`config.mk`:
```
export PLATFORM = sky130hd
export DESIGN_NAME = rounded_rect_coverage_blend
export DESIGN_NICKNAME = d
export VERILOG_FILES = /design/src/rtl/rrcb_pkg.sv /design/src/rtl/rrcb_front.sv /design/src/rtl/rrcb_queue.sv /design/src/rtl/rrcb_isqrt.sv /design/src/rtl/rrcb_back.sv /design/src/rtl/rounded_rect_coverage_blend.sv
export VERILOG_INCLUDE_DIRS = /design/src /design/src/rtl
export SDC_FILE = /design/constraint.sdc
export NUM_CORES = 2
export LEC_CHECK = 0
export BUFFER_PORTS_ARGS = -buffer_cell sky130_fd_sc_hd__buf_2
export CAP_MARGIN = 20
export CORE_MARGIN = 4
export CORE_UTILIZATION = 70
export DETAILED_ROUTE_END_ITERATION = 16
export GPL_TIMING_DRIVEN = 0
export PLACE_DENSITY = 0.93
export SLEW_MARGIN = 20
export SYNTH_ARGS = -nofsm -noshare
export SYNTH_HDL_FRONTEND = slang
export SYNTH_HIERARCHICAL = 1
export SYNTH_SLANG_ARGS = --single-unit
```
`constraint.sdc`:
```
create_clock -name clk -period 127.5 [get_ports clk]
set_clock_uncertainty 0.2 [all_clocks]
set_input_delay 12.75 -clock clk [delete_from_list [all_inputs] [get_ports clk]]
set_output_delay 12.75 -clock clk [all_outputs]
set_load 0.1 [all_outputs]
```
`src/rtl/rounded_rect_coverage_blend_macros.svh`:
```
// ---------------------------------------------------------------------------
// Rounded-rect blend assertion macros
// Shared concurrent assertion forms for the blend block.
// ---------------------------------------------------------------------------
`ifndef ROUNDED_RECT_COVERAGE_BLEND_MACROS_SVH
`define ROUNDED_RECT_COVERAGE_BLEND_MACROS_SVH

// Same-cycle implication, disabled during reset
`define RRCB_ASSERT_IMP(name, clk, rst, ante, cons) \
  name: assert property (@(posedge clk) disable iff (rst) (ante) |-> (cons)) \
    else $error("rrcb assertion failed");

// Next-cycle implication, disabled during reset
`define RRCB_ASSERT_NXT(name, clk, rst, ante, cons) \
  name: assert property (@(posedge clk) disable iff (rst) (ante) |=> (cons)) \
    else $error("rrcb assertion failed");

`endif

```
`src/rtl/rrcb_pkg.sv`:
```
// ---------------------------------------------------------------------------
// Rounded-rect blend package
// Widths, types, register codes and records shared by the blend modules.
// ---------------------------------------------------------------------------
package rrcb_pkg;

  // Framebuffer limits
  localparam int MAX_WIDTH  = 4096;
  localparam int MAX_HEIGHT = 4096;

  // Field widths
  localparam int CRD_W      = 12;
  localparam int SIZE_W     = 13;
  localparam int SUM_W      = 14;
  localparam int DIST_W     = 13;
  localparam int SQ_W       = 2 * DIST_W;
  localparam int SUMSQ_W    = SQ_W + 1;
  localparam int FRAC_W     = 16;
  localparam int RADICAND_W = SUMSQ_W + FRAC_W;
  localparam int ROOT_W     = (RADICAND_W + 1) / 2;
  localparam int TRIAL_W    = RADICAND_W + 2;
  localparam int SCOV_W     = ROOT_W + 1;
  localparam int COV_W      = 9;
  localparam int CHAN_W     = 8;
  localparam int PIX_W      = 32;
  localparam int LANES      = PIX_W / CHAN_W;
  localparam int COLOR_W    = 24;
  localparam int PROD_W     = 2 * CHAN_W;
  localparam int CFG_IDX_W  = 3;
  localparam int CFG_DATA_W = 24;

  // Queue between front and back
  localparam int Q_DEPTH = 4;
  localparam int Q_PTR_W = 2;
  localparam int Q_CNT_W = 3;

  typedef logic [CRD_W-1:0]             crd_t;
  typedef logic [SIZE_W-1:0]            size_t;
  typedef logic [SUM_W-1:0]             sum_t;
  typedef logic signed [SUM_W:0]        ssum_t;
  typedef logic [DIST_W-1:0]            dist_t;
  typedef logic [SQ_W-1:0]              sq_t;
  typedef logic [SUMSQ_W-1:0]           sumsq_t;
  typedef logic [RADICAND_W-1:0]        radicand_t;
  typedef logic [ROOT_W-1:0]            root_t;
  typedef logic [TRIAL_W-1:0]           trial_t;
  typedef logic signed [SCOV_W-1:0]     scov_t;
  typedef logic [COV_W-1:0]             cov_t;
  typedef logic [CHAN_W-1:0]            chan_t;
  typedef logic [PROD_W-1:0]            prod_t;
  typedef logic [PROD_W:0]              round_t;
  typedef logic [PIX_W-1:0]             pix_t;
  typedef logic [COLOR_W-1:0]           color_t;

  localparam cov_t  COV_ONE  = cov_t'(256);
  localparam chan_t CHAN_MAX = 8'hFF;

  // Register indexes of the configuration port
  typedef enum logic [CFG_IDX_W-1:0] {
    CFG_RECT_LEFT     = 3'd0,
    CFG_RECT_TOP      = 3'd1,
    CFG_RECT_WIDTH    = 3'd2,
    CFG_RECT_HEIGHT   = 3'd3,
    CFG_CORNER_RADIUS = 3'd4,
    CFG_FILL_COLOR    = 3'd5,
    CFG_FILL_ALPHA    = 3'd6
  } cfg_reg_e;

  // Register file contents
  typedef struct packed {
    crd_t   rect_left;
    crd_t   rect_top;
    size_t  rect_width;
    size_t  rect_height;
    crd_t   corner_radius;
    color_t fill_color;
    chan_t  fill_alpha;
  } cfg_t;

  // Classified pixel carried from front to back
  typedef struct packed {
    logic   in_rect;
    logic   corner;
    sumsq_t dist_sq;
    pix_t   dest;
  } q_item_t;

  // Sideband that rides along the square-root pipeline
  typedef struct packed {
    logic in_rect;
    logic corner;
    pix_t dest;
  } sqrt_side_t;

endpackage

```
`src/rtl/rrcb_front.sv`:
```
// ---------------------------------------------------------------------------
// Rounded-rect blend front end
// Accepts pixels, runs the inside test, forms corner distances and squares.
// ---------------------------------------------------------------------------
module rrcb_front (
  input  logic                    clk,
  input  logic                    rst,
  input  rrcb_pkg::cfg_t          cfg,
  input  logic                    in_valid,
  output logic                    in_ready,
  input  rrcb_pkg::crd_t          in_x,
  input  rrcb_pkg::crd_t          in_y,
  input  rrcb_pkg::pix_t          in_dest,
  input  logic                    q_full,
  output logic                    q_push,
  output rrcb_pkg::q_item_t       q_item
);

  // Distance past the rounded zone along one axis
  function automatic rrcb_pkg::dist_t edge_dist(
    input rrcb_pkg::crd_t  p,
    input rrcb_pkg::crd_t  lo,
    input rrcb_pkg::size_t span,
    input rrcb_pkg::crd_t  r
  );
    rrcb_pkg::size_t lo_r;
    rrcb_pkg::ssum_t hi;
    rrcb_pkg::ssum_t ps;
    rrcb_pkg::ssum_t diff;
    rrcb_pkg::dist_t res;
    lo_r = rrcb_pkg::size_t'(lo) + rrcb_pkg::size_t'(r);
    hi   = $signed({1'b0, rrcb_pkg::sum_t'(lo) + rrcb_pkg::sum_t'(span)})
         - $signed({3'b000, r});
    ps   = $signed({3'b000, p});
    diff = ps - hi;
    if ({1'b0, p} < lo_r) begin
      res = lo_r - {1'b0, p};
    end else if (ps > hi) begin
      res = diff[rrcb_pkg::DIST_W-1:0];
    end else begin
      res = '0;
    end
    return res;
  endfunction

  logic            adv;
  // stage 1: accepted pixel
  logic            f1_valid;
  rrcb_pkg::crd_t  f1_x;
  rrcb_pkg::crd_t  f1_y;
  rrcb_pkg::pix_t  f1_dest;
  // stage 2: classified
  logic            f2_valid;
  logic            f2_inside;
  logic            f2_corner;
  rrcb_pkg::dist_t f2_dx;
  rrcb_pkg::dist_t f2_dy;
  rrcb_pkg::pix_t  f2_dest;
  // stage 3: squared distances
  logic            f3_valid;
  logic            f3_inside;
  logic            f3_corner;
  rrcb_pkg::sq_t   f3_dx2;
  rrcb_pkg::sq_t   f3_dy2;
  rrcb_pkg::pix_t  f3_dest;

  rrcb_pkg::sum_t  x_end;
  rrcb_pkg::sum_t  y_end;
  logic            in_x_rng;
  logic            in_y_rng;
  rrcb_pkg::dist_t dx;
  rrcb_pkg::dist_t dy;

  // Whole front shifts together; stalls only when the queue cannot take f3
  assign adv      = !f3_valid || !q_full;
  assign in_ready = adv;

  // Inside test and corner distances
  always_comb begin
    x_end    = rrcb_pkg::sum_t'(cfg.rect_left) + rrcb_pkg::sum_t'(cfg.rect_width);
    y_end    = rrcb_pkg::sum_t'(cfg.rect_top) + rrcb_pkg::sum_t'(cfg.rect_height);
    in_x_rng = (f1_x >= cfg.rect_left) && (rrcb_pkg::sum_t'(f1_x) < x_end)
            && (rrcb_pkg::sum_t'(f1_x) < rrcb_pkg::sum_t'(rrcb_pkg::MAX_WIDTH));
    in_y_rng = (f1_y >= cfg.rect_top) && (rrcb_pkg::sum_t'(f1_y) < y_end)
            && (rrcb_pkg::sum_t'(f1_y) < rrcb_pkg::sum_t'(rrcb_pkg::MAX_HEIGHT));
    dx = edge_dist(f1_x, cfg.rect_left, cfg.rect_width, cfg.corner_radius);
    dy = edge_dist(f1_y, cfg.rect_top, cfg.rect_height, cfg.corner_radius);
  end

  // Valid chain
  always_ff @(posedge clk) begin
    if (rst) begin
      f1_valid <= 1'b0;
      f2_valid <= 1'b0;
      f3_valid <= 1'b0;
    end else if (adv) begin
      f1_valid <= in_valid;
      f2_valid <= f1_valid;
      f3_valid <= f2_valid;
    end
  end

  // Payload
  always_ff @(posedge clk) begin
    if (adv) begin
      f1_x      <= in_x;
      f1_y      <= in_y;
      f1_dest   <= in_dest;
      f2_inside <= in_x_rng && in_y_rng;
      f2_corner <= (dx != '0) || (dy != '0);
      f2_dx     <= dx;
      f2_dy     <= dy;
      f2_dest   <= f1_dest;
      f3_inside <= f2_inside;
      f3_corner <= f2_corner;
      f3_dx2    <= rrcb_pkg::sq_t'(f2_dx) * rrcb_pkg::sq_t'(f2_dx);
      f3_dy2    <= rrcb_pkg::sq_t'(f2_dy) * rrcb_pkg::sq_t'(f2_dy);
      f3_dest   <= f2_dest;
    end
  end

  // Queue write
  assign q_push          = f3_valid && adv;
  assign q_item.in_rect  = f3_inside;
  assign q_item.corner   = f3_corner;
  assign q_item.dist_sq  = rrcb_pkg::sumsq_t'(f3_dx2) + rrcb_pkg::sumsq_t'(f3_dy2);
  assign q_item.dest     = f3_dest;

endmodule

```
`src/rtl/rrcb_queue.sv`:
```
// ---------------------------------------------------------------------------
// Rounded-rect blend queue
// Small show-ahead FIFO between the front end and the blend back end.
// ---------------------------------------------------------------------------
module rrcb_queue (
  input  logic              clk,
  input  logic              rst,
  input  logic              push,
  input  rrcb_pkg::q_item_t push_item,
  input  logic              pop,
  output rrcb_pkg::q_item_t head,
  output logic              full,
  output logic              empty
);

  rrcb_pkg::q_item_t               mem [rrcb_pkg::Q_DEPTH];
  logic [rrcb_pkg::Q_PTR_W-1:0]    wr_ptr;
  logic [rrcb_pkg::Q_PTR_W-1:0]    rd_ptr;
  logic [rrcb_pkg::Q_CNT_W-1:0]    count;

  assign full  = (count == rrcb_pkg::Q_CNT_W'(rrcb_pkg::Q_DEPTH));
  assign empty = (count == '0);
  assign head  = mem[rd_ptr];

  // Pointers and fill level
  always_ff @(posedge clk) begin
    if (rst) begin
      wr_ptr <= '0;
      rd_ptr <= '0;
      count  <= '0;
    end else begin
      if (push) begin
        wr_ptr <= wr_ptr + 1'b1;
      end
      if (pop) begin
        rd_ptr <= rd_ptr + 1'b1;
      end
      if (push && !pop) begin
        count <= count + 1'b1;
      end else if (pop && !push) begin
        count <= count - 1'b1;
      end
    end
  end

  // Storage
  always_ff @(posedge clk) begin
    if (push) begin
      mem[wr_ptr] <= push_item;
    end
  end

endmodule

```
`src/rtl/rrcb_isqrt.sv`:
```
// ---------------------------------------------------------------------------
// Rounded-rect blend square root
// Pipelined restoring integer square root, one result bit per stage.
// ---------------------------------------------------------------------------
module rrcb_isqrt (
  input  logic                 clk,
  input  logic                 rst,
  input  logic                 en,
  input  logic                 in_valid,
  input  rrcb_pkg::radicand_t  in_radicand,
  input  rrcb_pkg::sqrt_side_t in_side,
  output logic                 out_valid,
  output rrcb_pkg::root_t      out_root,
  output rrcb_pkg::sqrt_side_t out_side
);

  localparam int Stages = rrcb_pkg::ROOT_W;

  logic [Stages-1:0]     vld;
  rrcb_pkg::root_t       root  [Stages];
  rrcb_pkg::radicand_t   rem   [Stages];
  rrcb_pkg::sqrt_side_t  side  [Stages];
  rrcb_pkg::root_t       root_next [Stages];
  rrcb_pkg::radicand_t   rem_next  [Stages];

  // One trial subtraction per stage, most significant root bit first
  always_comb begin
    rrcb_pkg::root_t     src_root;
    rrcb_pkg::radicand_t src_rem;
    rrcb_pkg::trial_t    trial;
    int                  bp;
    for (int k = 0; k < Stages; k++) begin
      bp       = Stages - 1 - k;
      src_root = (k == 0) ? '0 : root[(k == 0) ? 0 : k - 1];
      src_rem  = (k == 0) ? in_radicand : rem[(k == 0) ? 0 : k - 1];
      trial    = (rrcb_pkg::trial_t'(src_root) << (bp + 1))
               + (rrcb_pkg::trial_t'(1) << (2 * bp));
      if (rrcb_pkg::trial_t'(src_rem) >= trial) begin
        rem_next[k]  = src_rem - trial[rrcb_pkg::RADICAND_W-1:0];
        root_next[k] = src_root | (rrcb_pkg::root_t'(1) << bp);
      end else begin
        rem_next[k]  = src_rem;
        root_next[k] = src_root;
      end
    end
  end

  // Valid chain
  always_ff @(posedge clk) begin
    if (rst) begin
      vld <= '0;
    end else if (en) begin
      vld <= {vld[Stages-2:0], in_valid};
    end
  end

  // Stage registers
  always_ff @(posedge clk) begin
    if (en) begin
      for (int k = 0; k < Stages; k++) begin
        root[k] <= root_next[k];
        rem[k]  <= rem_next[k];
        side[k] <= (k == 0) ? in_side : side[(k == 0) ? 0 : k - 1];
      end
    end
  end

  assign out_valid = vld[Stages-1];
  assign out_root  = root[Stages-1];
  assign out_side  = side[Stages-1];

endmodule

```
`src/rtl/rrcb_back.sv`:
```
// ---------------------------------------------------------------------------
// Rounded-rect blend back end
// Distance root, corner coverage, effective opacity, channel blend, output.
// ---------------------------------------------------------------------------
module rrcb_back (
  input  logic                clk,
  input  logic                rst,
  input  rrcb_pkg::cfg_t      cfg,
  input  rrcb_pkg::q_item_t   q_head,
  input  logic                q_empty,
  output logic                q_pop,
  output logic                out_valid,
  input  logic                out_ready,
  output rrcb_pkg::pix_t      out_pixel,
  output logic                out_touched
);

  logic                  adv;
  rrcb_pkg::sqrt_side_t  sq_in_side;
  logic                  s_valid;
  rrcb_pkg::root_t       s_root;
  rrcb_pkg::sqrt_side_t  s_side;

  // coverage stage
  logic                  c_valid;
  logic                  c_live;
  rrcb_pkg::cov_t        c_cov;
  rrcb_pkg::pix_t        c_dest;
  // opacity stage
  logic                  e_valid;
  logic                  e_live;
  rrcb_pkg::chan_t       e_ea;
  rrcb_pkg::pix_t        e_dest;
  // blend product stage
  logic                  b_valid;
  logic                  b_live;
  rrcb_pkg::prod_t       b_num [rrcb_pkg::LANES];
  rrcb_pkg::pix_t        b_dest;

  rrcb_pkg::scov_t       cov_s;
  rrcb_pkg::cov_t        cov;
  logic                  cov_live;
  logic [rrcb_pkg::PROD_W:0] ea_sum;
  rrcb_pkg::chan_t       ea;
  rrcb_pkg::prod_t       num [rrcb_pkg::LANES];
  rrcb_pkg::pix_t        blend;

  // Back pipeline moves as one while the output register can take a request
  assign adv   = !out_valid || out_ready;
  assign q_pop = adv && !q_empty;

  assign sq_in_side.in_rect = q_head.in_rect;
  assign sq_in_side.corner  = q_head.corner;
  assign sq_in_side.dest    = q_head.dest;

  rrcb_isqrt u_isqrt (
    .clk        (clk),
    .rst        (rst),
    .en         (adv),
    .in_valid   (!q_empty),
    .in_radicand({q_head.dist_sq, {rrcb_pkg::FRAC_W{1'b0}}}),
    .in_side    (sq_in_side),
    .out_valid  (s_valid),
    .out_root   (s_root),
    .out_side   (s_side)
  );

  // Coverage: radius minus distance in Q8, clamped to one
  always_comb begin
    cov_s = $signed({3'b000, cfg.corner_radius, 8'h00}) - $signed({1'b0, s_root});
    if (!s_side.corner) begin
      cov = rrcb_pkg::COV_ONE;
    end else if (cov_s > $signed(rrcb_pkg::scov_t'(rrcb_pkg::COV_ONE))) begin
      cov = rrcb_pkg::COV_ONE;
    end else begin
      cov = cov_s[rrcb_pkg::COV_W-1:0];
    end
    cov_live = s_side.in_rect && (!s_side.corner || (cov_s > 0));
  end

  // Effective opacity, rounded
  always_comb begin
    ea_sum = {{(rrcb_pkg::PROD_W + 1 - rrcb_pkg::CHAN_W){1'b0}}, cfg.fill_alpha}
           * {{(rrcb_pkg::PROD_W + 1 - rrcb_pkg::COV_W){1'b0}}, c_cov}
           + (rrcb_pkg::PROD_W + 1)'(128);
    ea     = ea_sum[rrcb_pkg::PROD_W-1:rrcb_pkg::CHAN_W];
  end

  // Per-lane products; alpha lane blends full scale over the old alpha
  always_comb begin
    rrcb_pkg::pix_t  src_word;
    rrcb_pkg::chan_t src;
    rrcb_pkg::chan_t dst;
    src_word = {rrcb_pkg::CHAN_MAX, cfg.fill_color};
    for (int i = 0; i < rrcb_pkg::LANES; i++) begin
      src    = src_word[rrcb_pkg::CHAN_W*i +: rrcb_pkg::CHAN_W];
      dst    = e_dest[rrcb_pkg::CHAN_W*i +: rrcb_pkg::CHAN_W];
      num[i] = rrcb_pkg::prod_t'(src) * rrcb_pkg::prod_t'(e_ea)
             + rrcb_pkg::prod_t'(dst) * rrcb_pkg::prod_t'(rrcb_pkg::CHAN_MAX - e_ea);
    end
  end

  // Divide by 255 with round-to-nearest
  always_comb begin
    rrcb_pkg::round_t t;
    rrcb_pkg::round_t rs;
    for (int i = 0; i < rrcb_pkg::LANES; i++) begin
      t  = rrcb_pkg::round_t'(b_num[i]) + rrcb_pkg::round_t'(128);
      rs = t + (t >> rrcb_pkg::CHAN_W);
      blend[rrcb_pkg::CHAN_W*i +: rrcb_pkg::CHAN_W] = rs[rrcb_pkg::PROD_W-1:rrcb_pkg::CHAN_W];
    end
  end

  // Valid chain
  always_ff @(posedge clk) begin
    if (rst) begin
      c_valid   <= 1'b0;
      e_valid   <= 1'b0;
      b_valid   <= 1'b0;
      out_valid <= 1'b0;
    end else if (adv) begin
      c_valid   <= s_valid;
      e_valid   <= c_valid;
      b_valid   <= e_valid;
      out_valid <= b_valid;
    end
  end

  // Payload
  always_ff @(posedge clk) begin
    if (adv) begin
      c_live      <= cov_live;
      c_cov       <= cov;
      c_dest      <= s_side.dest;
      e_live      <= c_live && (ea != '0);
      e_ea        <= ea;
      e_dest      <= c_dest;
      b_live      <= e_live;
      b_num       <= num;
      b_dest      <= e_dest;
      out_touched <= b_live;
      out_pixel   <= b_live ? blend : b_dest;
    end
  end

endmodule

```
`src/rtl/rounded_rect_coverage_blend.sv`:
```
// ---------------------------------------------------------------------------
// Antialiased rounded-rectangle blend
// Blends a straight-alpha fill over premultiplied ARGB pixels in a rect.
// ---------------------------------------------------------------------------
// Usage:
//   s_axis carries one pixel per request: x, y and the ARGB word. m_axis
//   returns one request per pixel, in order: the new ARGB word and a touched
//   flag in tuser. Registers are written through cfg_we/cfg_index/cfg_data,
//   one per cycle; the user must write them only while no pixel is in flight,
//   which the block itself does not enforce. Throughput: one pixel per cycle
//   while m_axis_tready is high, set by the 22-stage pipelined square root
//   and the blend multipliers, each of which takes a new pixel every cycle
//   while the back end is not held.
//   A three-stage front end classifies the pixel and squares its corner
//   distances, then writes a four-entry queue. The back end runs the root,
//   coverage, opacity and blend stages into the output register.
//   When m_axis_tready is low with m_axis_tvalid high the back end holds; the front keeps taking
//   pixels until the queue fills, then drops s_axis_tready.
//   Reset clears the configuration registers to zero and empties both pipelines and the queue.
// ---------------------------------------------------------------------------
`include "rounded_rect_coverage_blend_macros.svh"

module rounded_rect_coverage_blend (
  input  logic        clk,
  input  logic        rst,
  input  logic        s_axis_tvalid,
  output logic        s_axis_tready,
  input  logic [55:0] s_axis_tdata,   // pixel_x[11:0], pixel_y[23:12], dest_pixel[55:24]
  output logic        m_axis_tvalid,
  input  logic        m_axis_tready,
  output logic [31:0] m_axis_tdata,   // out_pixel[31:0]
  output logic [0:0]  m_axis_tuser,   // was_touched[0]
  input  logic        cfg_we,
  input  logic [2:0]  cfg_index,
  input  logic [23:0] cfg_data
);

  rrcb_pkg::cfg_t    cfg;
  logic              q_push;
  logic              q_pop;
  logic              q_full;
  logic              q_empty;
  rrcb_pkg::q_item_t q_item;
  rrcb_pkg::q_item_t q_head;
  logic              touched;

  // Register file
  always_ff @(posedge clk) begin
    if (rst) begin
      cfg <= '0;
    end else if (cfg_we) begin
      unique case (rrcb_pkg::cfg_reg_e'(cfg_index))
        rrcb_pkg::CFG_RECT_LEFT:     cfg.rect_left     <= cfg_data[11:0];
        rrcb_pkg::CFG_RECT_TOP:      cfg.rect_top      <= cfg_data[11:0];
        rrcb_pkg::CFG_RECT_WIDTH:    cfg.rect_width    <= cfg_data[12:0];
        rrcb_pkg::CFG_RECT_HEIGHT:   cfg.rect_height   <= cfg_data[12:0];
        rrcb_pkg::CFG_CORNER_RADIUS: cfg.corner_radius <= cfg_data[11:0];
        rrcb_pkg::CFG_FILL_COLOR:    cfg.fill_color    <= cfg_data;
        rrcb_pkg::CFG_FILL_ALPHA:    cfg.fill_alpha    <= cfg_data[7:0];
        default: ;
      endcase
    end
  end

  rrcb_front u_front (
    .clk     (clk),
    .rst     (rst),
    .cfg     (cfg),
    .in_valid(s_axis_tvalid),
    .in_ready(s_axis_tready),
    .in_x    (s_axis_tdata[11:0]),
    .in_y    (s_axis_tdata[23:12]),
    .in_dest (s_axis_tdata[55:24]),
    .q_full  (q_full),
    .q_push  (q_push),
    .q_item  (q_item)
  );

  rrcb_queue u_queue (
    .clk      (clk),
    .rst      (rst),
    .push     (q_push),
    .push_item(q_item),
    .pop      (q_pop),
    .head     (q_head),
    .full     (q_full),
    .empty    (q_empty)
  );

  rrcb_back u_back (
    .clk        (clk),
    .rst        (rst),
    .cfg        (cfg),
    .q_head     (q_head),
    .q_empty    (q_empty),
    .q_pop      (q_pop),
    .out_valid  (m_axis_tvalid),
    .out_ready  (m_axis_tready),
    .out_pixel  (m_axis_tdata),
    .out_touched(touched)
  );

  assign m_axis_tuser[0] = touched;

  // Checks
  `RRCB_ASSERT_IMP(a_push_not_full, clk, rst, q_push, !q_full)
  `RRCB_ASSERT_IMP(a_ready_low_only_full, clk, rst, !s_axis_tready, q_full)
  `RRCB_ASSERT_IMP(a_touch_needs_alpha, clk, rst, m_axis_tvalid && touched, cfg.fill_alpha != '0)
  `RRCB_ASSERT_IMP(a_empty_rect_untouched, clk, rst,
    m_axis_tvalid && ((cfg.rect_width == '0) || (cfg.rect_height == '0)), !touched)

endmodule
```
# == Word-level counts from Yosys, hierarchy flattened ==
# Memory sizes are Yosys's and may differ from the RTL's. A register that Yosys moved wholly into a read port is not among the register bits.
# Cells that the tools add are included.
# word_totals
elab_cells,264
register_bits,545
inputBits,88
mem_bits_rw,2422
mem_count,4
output_inout_bits,35
# memory_table
memory,depth,width,read_ports,rd_ports_with_merged_regs,write_ports,line_no,text
u_back.u_isqrt.rem,22,43,21,0,22,rrcb_isqrt.sv:21,rrcb_pkg::radicand_t rem [Stages];
u_back.u_isqrt.side,22,34,22,0,22,rrcb_isqrt.sv:22,rrcb_pkg::sqrt_side_t side [Stages];
u_back.u_isqrt.root,22,22,22,0,22,rrcb_isqrt.sv:20,rrcb_pkg::root_t root [Stages];
u_queue.mem,4,61,1,1,1,rrcb_queue.sv:16,rrcb_pkg::q_item_t mem [rrcb_pkg::Q_DEPTH];
# classes
multipliers,11
n_addsub,73
bitwise_logic,1
n_eq_ne,7
n_mux,57
order_cmp,32
reduce_logical,34
# op_table
op,count
$mux W43,22
$sub A43 B43 Y43,2
$add A16 B8 Y17 const B,4
$mux W13,5
$add A16 B16 Y16,4
$add A16 B9 Y16,4
$mul A8 B16 Y16,4
$mul A13 B13 Y26,2
$mul A8 B8 Y16,3
$add A43 B41 Y44 const B,1
$ge A43 B44 Y1,1
$add A42 B39 Y43 const B,1
$ge A43 B24 Y1,1
$ge A43 B25 Y1,1
$ge A43 B26 Y1,1
$ge A43 B27 Y1,1
$ge A43 B28 Y1,1
$ge A43 B29 Y1,1
$ge A43 B30 Y1,1
$ge A43 B31 Y1,1
$ge A43 B32 Y1,1
$ge A43 B33 Y1,1
$ge A43 B34 Y1,1
$ge A43 B35 Y1,1
other kinds (103),150

# == Depth between registers and ports, before layout ==
# logic_depth
word_depth,8
ltp_mapped,27

# == Hierarchy ==
# The synthesis kept the hierarchy.
# by_module_without_submodules
mod,area_per_inst_um2,n_inst,cells_each
rrcb_isqrt,78534.1,1,5108
rrcb_back,28386.0,1,2812
rrcb_front,22902.0,1,2228
rrcb_queue,9298.9,1,363
rounded_rect_coverage_blend,3817.4,1,345

# == Worst setup path before layout ==
# Ideal clock, no wire load.
# synth_timing
path_type,input to register
from,input m_axis_tready
to,register u_back.b_dest[0] (enable)
path_stages,2
slack_ns,71.259
arrival_time_ns,53.602
path_buffers,0
path_cell_list,nor2b_1 inv_1
# synth_via
elab_chain_len,1
# synth_rtl
element,line_no,text
"start, declared",rounded_rect_coverage_blend.sv:30,"input logic m_axis_tready,"
$logic_or A1 B1 Y1,rrcb_back.sv:49,assign adv = !out_valid || out_ready;
net u_back.adv,rrcb_back.sv:18,logic adv;
"end signal, assigned",rrcb_back.sv:140,b_dest <= e_dest;
"end, declared",rrcb_back.sv:38,rrcb_pkg::pix_t b_dest;
# The timed path passes the listed nets, and every way through them passes these cells.
# A chain may end at the register's enable or synchronous reset.

# == Worst setup path in the final report ==
# layout_timing
from,register u_queue/count[2] (netlist bit)
to,output s_axis_tready
# layout_via
elab_chain_len,3
# layout_rtl
element,line_no,text
"start, declared",rrcb_queue.sv:19,logic [rrcb_pkg::Q_CNT_W-1:0] count;
"start signal, assigned",rrcb_queue.sv:39,count <= count + 1'b1;
"start signal, assigned",rrcb_queue.sv:41,count <= count - 1'b1;
$eq A3 B3 Y1,rrcb_queue.sv:21,assign full = (count == rrcb_pkg::Q_CNT_W'(rrcb_pkg::Q_DEPTH));
net q_full,rounded_rect_coverage_blend.sv:41,logic q_full;
$logic_not A1 Y1,rrcb_front.sv:75,assign adv = !f3_valid || !q_full;
$logic_or A1 B1 Y1,rrcb_front.sv:75,
"end, declared",rounded_rect_coverage_blend.sv:27,"output logic s_axis_tready,"
# The timed path passes the listed nets, and every way through them passes these cells.

==> results by group <==
Outcome
  – Outcome: complete, but fails checks
  – Failing checks: DRC

Floorplan
  – DIE HEIGHT: 459.9 um
  – Core box area: 202700 um2
  – Die footprint: 211500 um2
  – IO Pins: 123
  – Site row count: about 170
  – Initial Util: 70.51%
  – Die span in x: 459.9 um

GRT
  – Met1 Usage GRT: 40.71%
  – Largest net degree at the start of global routing: 127
  – Grt met2 use: 60.08%
  – First-pass GRT wire length: 576500 um
  – M3 GR Usage: 9.209%
  – Number of global-route vias before repair: a little under 100k
  – Total congestion overflow: 0
  – Total track usage: 36.36%
  – Initial antenna violation count: 28
  – Gr busiest metal: met2

Route
  – DR vias: 92.97k
  – Via-to-Cell Ratio: 6.548
  – Number of DRC markers in iteration 0: approximately 11k
  – Final ANT Viol Nets: 0
  – Router iterations before antenna repair: 14
  – Post-Route WL: around 380000 um
  – Post-route DRC: 3
  – DR WL/cell: between 20 and 30 um

Timing
  – FMAX: 0.05983 GHz
  – Tcrit/Tclk final: 13.11%
  – Tightest Pin Transition: 1.202 ns
  – Setup TNS: 0 ns
  – Slew HR: approximately 20%
  – Final Max Slew Viols: 0
  – RSZ-0062 raised after global routing: no
  – Min Tclk post-route: roughly 17 ns
  – Hold violation count in the final report: 0
  – Final setup viols: 0

Setup path
  – FF-to-FF setup slack: approximately 120 ns
  – Worst Path Required: 114.55 ns
  – Crit end category: output port
  – Crit Path Category: flip-flop to output port
  – Crit-path max FO: 55
  – CP Launch Type: flip-flop
  – Critical Path AT: 3.76 ns

Synth
  – Yosys reg bits: ~2.7k
  – Top FF cell, synth: edfxtp_1
  – Avg Synthesized Cell Area: 13.17 um2
  – Ys Warns: 6
  – Post-synthesis cell count: 10.86k
  – Asr flop ratio synth: 0%
  – Synth unique cells: 136
  – Number of synthesized flops with an enable pin: 2561
  – Sequential area share after synthesis: 55.65%
  – Mapped cell area: between 100000 and 150000 um2

Clock network
  – Setup repair bufs after CTS: 0
  – H-Tree Depth: 5
  – # hold bufs at CTS: 0
  – PostCTS Resize Cnt: 0
  – Clock Path Buffers: 4
  – CTS tree: built
  – Reg clk slew, reported paths: 0.07 ns
  – CTS Buf Count: 287
  – Clk sinks: 2693
  – Root buffer cell: clkbuf_16
  – Worst skew pair latency: 0.97 ns

Min path
  – Hold Path Class: flip-flop to flip-flop

Cells and area
  – Layout area overhead: 9.781%
  – Finished Layout Cells: 14.20k
  – Commonest non-fill, non-tap cells in the layout: edfxtp_1 (2561), inv_1 (1270), ha_1 (931)
  – Commonest non-fill, non-tap cell in the layout: edfxtp_1
  – Layout cells sized above 1: roughly 8%
  – Nets@finish: 12.95k

Placement
  – Dpl cells: 13.69k
  – IO buf count: between 100 and 150
  – Final RePlAce weighted congestion: 0.9744
  – Final HPWL DP: around 250000 um

Job
  – # Max-Cap Violations: 0
flip-flops by register name, summed over array words and instances (netlist names), 8 cells and up, named ones only:
register and flops:
u_front/f1_x 12, u_back/u_isqrt/rem 903, u_back/u_isqrt/vld 22, u_front/f2_dest 32, u_front/f3_dx2 25, u_back/b_dest 32, u_front/f3_dest 32, u_back/u_isqrt/root 253
u_queue/mem 244, u_back/c_dest 32, u_back/c_cov 9, u_back/e_dest 32, u_front/f3_dy2 25, u_front/f1_dest 32, u_front/f2_dx 13, u_back/out_pixel 32
u_back/e_ea 8, u_back/u_isqrt/side 748, cfg 94, u_front/f2_dy 13, u_back/b_num 64, u_front/f1_y 12
final timing paths:
kind | from | endpoint | cells past startpoint
setup / recovery | u_queue/count[2] | s_axis_tready | 4
hold / removal | u_back/u_isqrt/side[3][100] | u_back/u_isqrt/side[3][134] | 0
hold reg to reg | u_back/u_isqrt/side[3][100] | u_back/u_isqrt/side[3][134] | 0
setup reg to reg | u_front/f2_dx[1] | u_front/f3_dx2[24] | 20
worst max-delay path, cell delays in order, from the launching register on:
cell and delay, ns:
dfxtp_1 0.42, nor3b_1 0.83, nand2_4 0.65, buf_16 0.42, buf_2 0.36
metal layers:
metal	wire length (um)	vias up
li1	-	39490
met1	126400	44970
met2	183800	6271
met3	35890	2206
met4	36620	24
met5	130	-
final cells by class:
cell class | instances | area [um2]
tap | 2672 | 3343
antenna | 15 | 37.54
sequential | 2693 | 79550
buffer | 277 | 1484
inverter | 1277 | 4801
fill | 10780 | 45810
clock buffer | 348 | 7671
multi-input combinational | 6628 | 57230
clock inverter | 142 | 1501
timing repair buffer | 145 | 1304
cells in the mapped netlist (137+ instances only):
master,number,area [um2]
a21o_1,169,1269
a21oi_1,400,2002
and2_1,262,1639
clkbuf_1,160,600.6
edfxtp_1,2561,76900
fa_1,618,12370
ha_1,931,11650
inv_1,1271,4771
nand2_1,618,2320
nand2b_1,257,1608
nand3_1,137,685.7
nor2_1,431,1618
nor2b_1,242,1514
nor3_1,196,980.9
nor4_1,163,1020
o21ai_0,313,1567
xnor2_1,396,3468
xor2_1,271,2374
logic make-up after synthesis:
family | synth area share [%]
AOI/OAI and AO/OA | 6.644
xor gates and xnor gates | 4.098
adders and majority gates | 16.80
buffers and inverters | 4.391
DFF | 55.65
muxes | 2.419
other | 0.005254
and+or+nand+nor | 9.987
per-stage QoR:
stage | area (um2) | hold WS, ns | utilization, % | worst slack (ns)
after floorplan | 143000 | 0.2003 | - | 71.26
after global placement | 146900 | 0.2005 | 72.48 | 55.53
after detailed placement | 147700 | 0.2045 | 72.84 | 110.27
after CTS | 156900 | 0.1871 | 77.37 | 110.89
after global routing | 156900 | 0.2033 | 77.39 | 110.74
final | 156900 | 0.1973 | 77.40 | 110.79
Power is left out: the tool's default activity adds up to more than one toggle a clock period on the data nets, which glitch-free logic cannot reach.
